--- config.mk ---
export PLATFORM = sky130hd
export DESIGN_NAME = dcof_regs
export DESIGN_NICKNAME = d
export VERILOG_FILES = /design/src/hdl/dcof_pkg.sv /design/src/hdl/dcof_regs.sv
export SDC_FILE = /design/constraint.sdc
export NUM_CORES = 1
export LEC_CHECK = 0
export ABC_AREA = 1
export ABC_CLOCK_PERIOD_IN_PS = 2700
export BUFFER_PORTS_ARGS = -buffer_cell sky130_fd_sc_hd__buf_2
export CAP_MARGIN = 5
export CORE_MARGIN = 5
export CORE_UTILIZATION = 40
export DETAILED_ROUTE_END_ITERATION = 6
export GPL_TIMING_DRIVEN = 0
export HOLD_SLACK_MARGIN = 0.06
export PLACE_DENSITY = 0.65
export SLEW_MARGIN = 20
export SYNTH_ARGS = -nofsm -noshare
export SYNTH_HDL_FRONTEND = slang
export SYNTH_SLANG_ARGS = --single-unit
--- constraint.sdc ---
create_clock -name clk -period 2.7 [get_ports clk]
set_input_delay 0.54 -clock clk [delete_from_list [all_inputs] [get_ports clk]]
set_output_delay 0.54 -clock clk [all_outputs]
set_load 0.02 [all_outputs]
--- src/hdl/dcof_pkg.sv ---
package dcof_pkg;

  localparam logic [1:0] OP_WMEM   = 2'd0;
  localparam logic [1:0] OP_WREG   = 2'd1;
  localparam logic [1:0] OP_DECODE = 2'd2;

  localparam logic [15:0] REG_SP = 16'd8;
  localparam logic [15:0] REG_PC = 16'd9;
  localparam logic [15:0] REG_EX = 16'd10;
  localparam logic [15:0] REG_GEN_LAST = 16'd7;

  localparam logic [2:0] KIND_GEN = 3'd0;
  localparam logic [2:0] KIND_MEM = 3'd1;
  localparam logic [2:0] KIND_SP  = 3'd2;
  localparam logic [2:0] KIND_PC  = 3'd3;
  localparam logic [2:0] KIND_EX  = 3'd4;
  localparam logic [2:0] KIND_LIT = 3'd5;

  localparam logic [5:0] MODE_REG_LAST    = 6'h07;
  localparam logic [5:0] MODE_IND_FIRST   = 6'h08;
  localparam logic [5:0] MODE_IND_LAST    = 6'h0f;
  localparam logic [5:0] MODE_OFS_FIRST   = 6'h10;
  localparam logic [5:0] MODE_OFS_LAST    = 6'h17;
  localparam logic [5:0] MODE_PUSHPOP     = 6'h18;
  localparam logic [5:0] MODE_PEEK        = 6'h19;
  localparam logic [5:0] MODE_SP_NW       = 6'h1a;
  localparam logic [5:0] MODE_SP          = 6'h1b;
  localparam logic [5:0] MODE_PC          = 6'h1c;
  localparam logic [5:0] MODE_EX          = 6'h1d;
  localparam logic [5:0] MODE_NW_ADDR     = 6'h1e;
  localparam logic [5:0] MODE_NW_LIT      = 6'h1f;

  localparam logic [15:0] LIT_BIAS = 16'h0021;

  typedef enum logic [2:0] {
    ST_IDLE,
    ST_INST,
    ST_RES,
    ST_NEXT,
    ST_RDA,
    ST_RDB,
    ST_CAPB
  } state_t;

  typedef struct packed {
    logic        gen_en;
    logic [2:0]  gen_idx;
    logic [15:0] gen_data;
    logic        sp_en;
    logic [15:0] sp_data;
    logic        pc_en;
    logic [15:0] pc_data;
    logic        ex_en;
    logic [15:0] ex_data;
  } regs_wr_t;

endpackage

--- src/hdl/dcof_regs.sv ---
module dcof_regs
  import dcof_pkg::*;
(
  input  logic        clk,
  input  logic        rst,
  input  regs_wr_t    wr,
  input  logic [2:0]  rd_idx,
  output logic [15:0] gen_rd,
  output logic [15:0] sp,
  output logic [15:0] pc,
  output logic [15:0] ex
);

  logic [15:0] gen [8];

  always_ff @(posedge clk) begin
    if (rst) begin
      for (int i = 0; i < 8; i++) begin
        gen[i] <= '0;
      end
      sp <= '0;
      pc <= '0;
      ex <= '0;
    end else begin
      if (wr.gen_en) begin
        gen[wr.gen_idx] <= wr.gen_data;
      end
      if (wr.sp_en) begin
        sp <= wr.sp_data;
      end
      if (wr.pc_en) begin
        pc <= wr.pc_data;
      end
      if (wr.ex_en) begin
        ex <= wr.ex_data;
      end
    end
  end

  assign gen_rd = gen[rd_idx];

endmodule

Word level (Yosys, flattened, before mapping)
Memories as Yosys holds them, arrays and structs flattened.
Cells that the tools add are included.

operators by class
  reduce and logical (&&, ||, !) cells = 1
  mux-type cells = 8

operators by type and width
  operator          count
  $mux 16           1
  $reduce_or 16->1  1
  $mux 1            6
  $mux 3            1

word-level totals
  bits of input ports = 76
  memory bits (writable) = 128
  bits in registers = 48
  memories = 1
  word-level logic and storage cells = 13

memories
  name  depth  bits a word  rd ports  clocked after memory_dff  write ports  line             RTL
  gen   8      16           1         0                         8            dcof_regs.sv:14  logic [15:0] gen [8];

Logic depth before layout (Yosys ltp)
  word-level depth = 5
  depth in mapped cells = 7
  depth with buffers taken out = 6

Worst setup path after synthesis
No wires, ideal clock.

  path type = input -> register
  start point = input port rst
  end point = memory gen[0][0] (enable)
  required time = 2.328 ns
  buffers on the path = 1
  library setup time = 0.372 ns
  stages on the path = 6
  path slack = 0.865 ns
  arrival = 1.463 ns
  cell sequence = inv_2 -> nand2_2 -> nor2_4 -> nand2_2 -> buf_2 -> nand2_1

RTL lines
  element          line             RTL
  start, declared  dcof_regs.sv:5   input logic rst,
  end, declared    dcof_regs.sv:14

Final worst setup path
  start point = input port rd_idx[1]
  end point = output port gen_rd[5]

on the way
  longest elaborated chain between the ends = 1

ends and longest elaborated chain
  element          line            RTL
  start, declared  dcof_regs.sv:7  input logic [2:0] rd_idx,
  $mem_v2 8x16     -
  end, declared    dcof_regs.sv:8  output logic [15:0] gen_rd,

Every way passes these cells.

==> results.yml <==
status:
  status: "finished, final reports clean"
min_path:
  hold_path.startpoint: "wr[21]"
  hold_depth: 3
  min_path_type: "in2reg"
detailed_routing:
  top_layer: "met5"
  vias: 6406
  vias_per_cell: 4.66
  first_iter_violations: 344
  ant_nets: 0
  drt-total-wl_um: 20200
  wl_met1_um: 8490
  wire_per_inst_um: 14.7
  met3_length_um: 1880
  dr.pass1.iters: 5
  dr_wl_met2_um: 9330
  drcViolationCount: 0
clocking:
  cts_buffers: 17
  clk_pin_slew_ps: 70
  cts_hold_buf: 0
  clock_latency_ps: 440
  cts_htree_levels: 4
  cts_tree: "yes"
  postCtsSetupBuffers: 0
  clock-sinks: 176
  clk_path_buf_depth: 2
  root_buffer: "clkbuf_16"
  cts_resized: 0
sta:
  relSlewSlack_pct: 41.7
  hold_violations: 0
  finClkSkew_ps: 0
  rsz0062_at_grt: "false"
  fin_ws_ps: 498
  maxSlewViolCount: 0
  finalCritPeriodShare_pct: 81.6
  min_period_ps: 2200
  finalSetupTns_ps: 0
  tightest_slew_ps: 873
  max_freq_ghz: 0.454
  setup_viol: 0
run:
  cap_viol_max_count: 0
pwr:
  ir_drop_mv: 0.483
  p_leak_nw: 4.77
  p_per_area_nw_per_um2: 651
worst_setup_path:
  critical-path-top-delay-family: "buffers and inverters"
  crit_arrival_ps: 1660
  cp-start-kind: "input pin"
  ff2ff_path_depth: 2
  max_stage_delay_ps: 220
  crit_path_end_kind: "output pin"
  cp_slowest_cell: "buf_4"
  worst-path-buf-inv: 4
  worstPathCellList: "buf_2 > inv_1 > buf_4 > nand3_1 > nand2_1 > nand2_1 > nand2_1 > buf_2"
  timing.rr.start: "ex[6]"
  path_depth: 8
  crit_top_cell: "nand2_1"
  cp_max_fo: 10
  worstSetupPathType: "in2out"
  required_ps: 2160
  cp-startpoint: "rd_idx[1]"
yosys:
  syn_inst: 941
  synth.yosys.seq_area_share_pct: 60.3
  ys_seq_elements: 176
  post_synth_main_area_contributors: "edfxtp_1 48%, dfxtp_1 12%, nor2_1 11%"
  syn_avg_cell_area_um2: 8.46
  yosysUniqueCellTypes: 15
  yosysTopAreaCell: "edfxtp_1"
  ys_warn_count: 0
  synth_nets: 1017
  synth_top_area_share_pct: 48.3
  syn_area_um2: 7960
global_routing:
  grt_pass1_wl_um: 31800
  grt_start_max_net_pins: 17
  antenna_found_initial: 1
  grt.overflow.total: 0
  grtUsageTotal_pct: 18.2
  grt_pass1_vias: 6384
layout:
  antenna_cells: 0
  fillers: 1890
  synthToLayoutAreaGrowth_pct: 19.8
  final_util_pct: 48.9
  layout-drive-gt1-share_pct: 19.5
  fin_nets: 1173
die:
  initial_core_util_pct: 40.8
  ios: 140
  die_area_um2: 22800
  row_count: 51
  dieHeight_um: 151
  core_um2: 19500
  fp.dieW_um: 151
placed_design:
  finalWeightedCongestion: 0.832
  dp_slack_ps: 367
  portBuffers: 137
  dp_hpwl_um: 14800
[final timing paths]
kind	to	slack [ps]
max	gen_rd[5]	500
max reg2reg	ex[6]	2040
min	pc[4]	320
min reg2reg	sp[13]	500
[report_power, final]
group / internal [mW] / total (mW) / switching [mW]
clock: 1.29 / 2.36 / 1.06
combinational: 0.229 / 0.733 / 0.504
sequential: 3.07 / 3.12 / 0.0527
[state kept, by name (all words and copies together), names as in the netlist]
| register | count |
|---|---|
| gen | 128 |
| ex | 16 |
| pc | 16 |
| sp | 16 |
[worst min-delay path, cell delays in order]
cell and delay [ps]:
buf_2 70, nor2_1 30, nor2_1 80
[cell type report]
type | instances | area, um2 | share of cell area, %
clock inverters | 10 | 73.8 | 0.774
well taps | 265 | 332 | 3.48
plain buffers | 43 | 270 | 2.83
multi-input cells | 567 | 2310 | 24.2
inverters | 155 | 582 | 6.10
repair buffers | 137 | 686 | 7.19
flip-flops and latches | 176 | 4800 | 50.4
clock buffers | 22 | 485 | 5.09
[cell usage after synthesis]
cell,number
nor2_1,227
nand2_1,217
inv_1,153
edfxtp_1,128
nand3_1,64
dfxtp_1,48
o21ai_0,48
buf_2,21
buf_4,10
nand2_2,9
buf_6,6
clkbuf_1,5
inv_2,2
nor2_4,2
buf_1,1
[metal layers]
layer | up-vias | global-route usage, %
met5 | - | 0
met4 | 2 | 6.84
met3 | 31 | 6.46
met2 | 238 | 29.9
met1 | 2934 | 22.2
li1 | 3201 | -
[cell usage in the layout, fill, tap and decap left out, types with 7 or more instances in the layout]
cell type / count
edfxtp_1: 128
dfxtp_1: 48
nand2_2: 9
nand2_1: 217
clkbuf_1: 7
nand3_1: 64
nor2_1: 227
clkbuf_16: 18
buf_2: 158
o21ai_0: 48
buf_4: 10
inv_1: 154
[per-stage QoR]
stage / total power [mW] / cell area (um2) / std cells / hold WS, ps
2_1_floorplan: 3.63 / 7960 / 941 / 590
3_3_place_gp: 3.90 / 8980 / 1343 / 468
3_5_place_dp: 3.92 / 8980 / 1343 / 478
4_1_cts: 6.24 / 9540 / 1375 / 316
5_1_grt: 6.46 / 9540 / 1375 / 318
6_report: 6.21 / 9540 / 1375 / 316
[logic make-up (layout without fill, tap and decap cells)]
family / after synthesis / count (layout) / share of synthesized area [%]
AND/OR/NAND/NOR: 519 / 519 / 25.9
flip-flops: 176 / 176 / 60.3
AO/OA/AOI/OAI: 48 / 48 / 3.02
buffers and inverters: 198 / 367 / 10.7
Note: power is estimated with default switching activity, not from simulation.
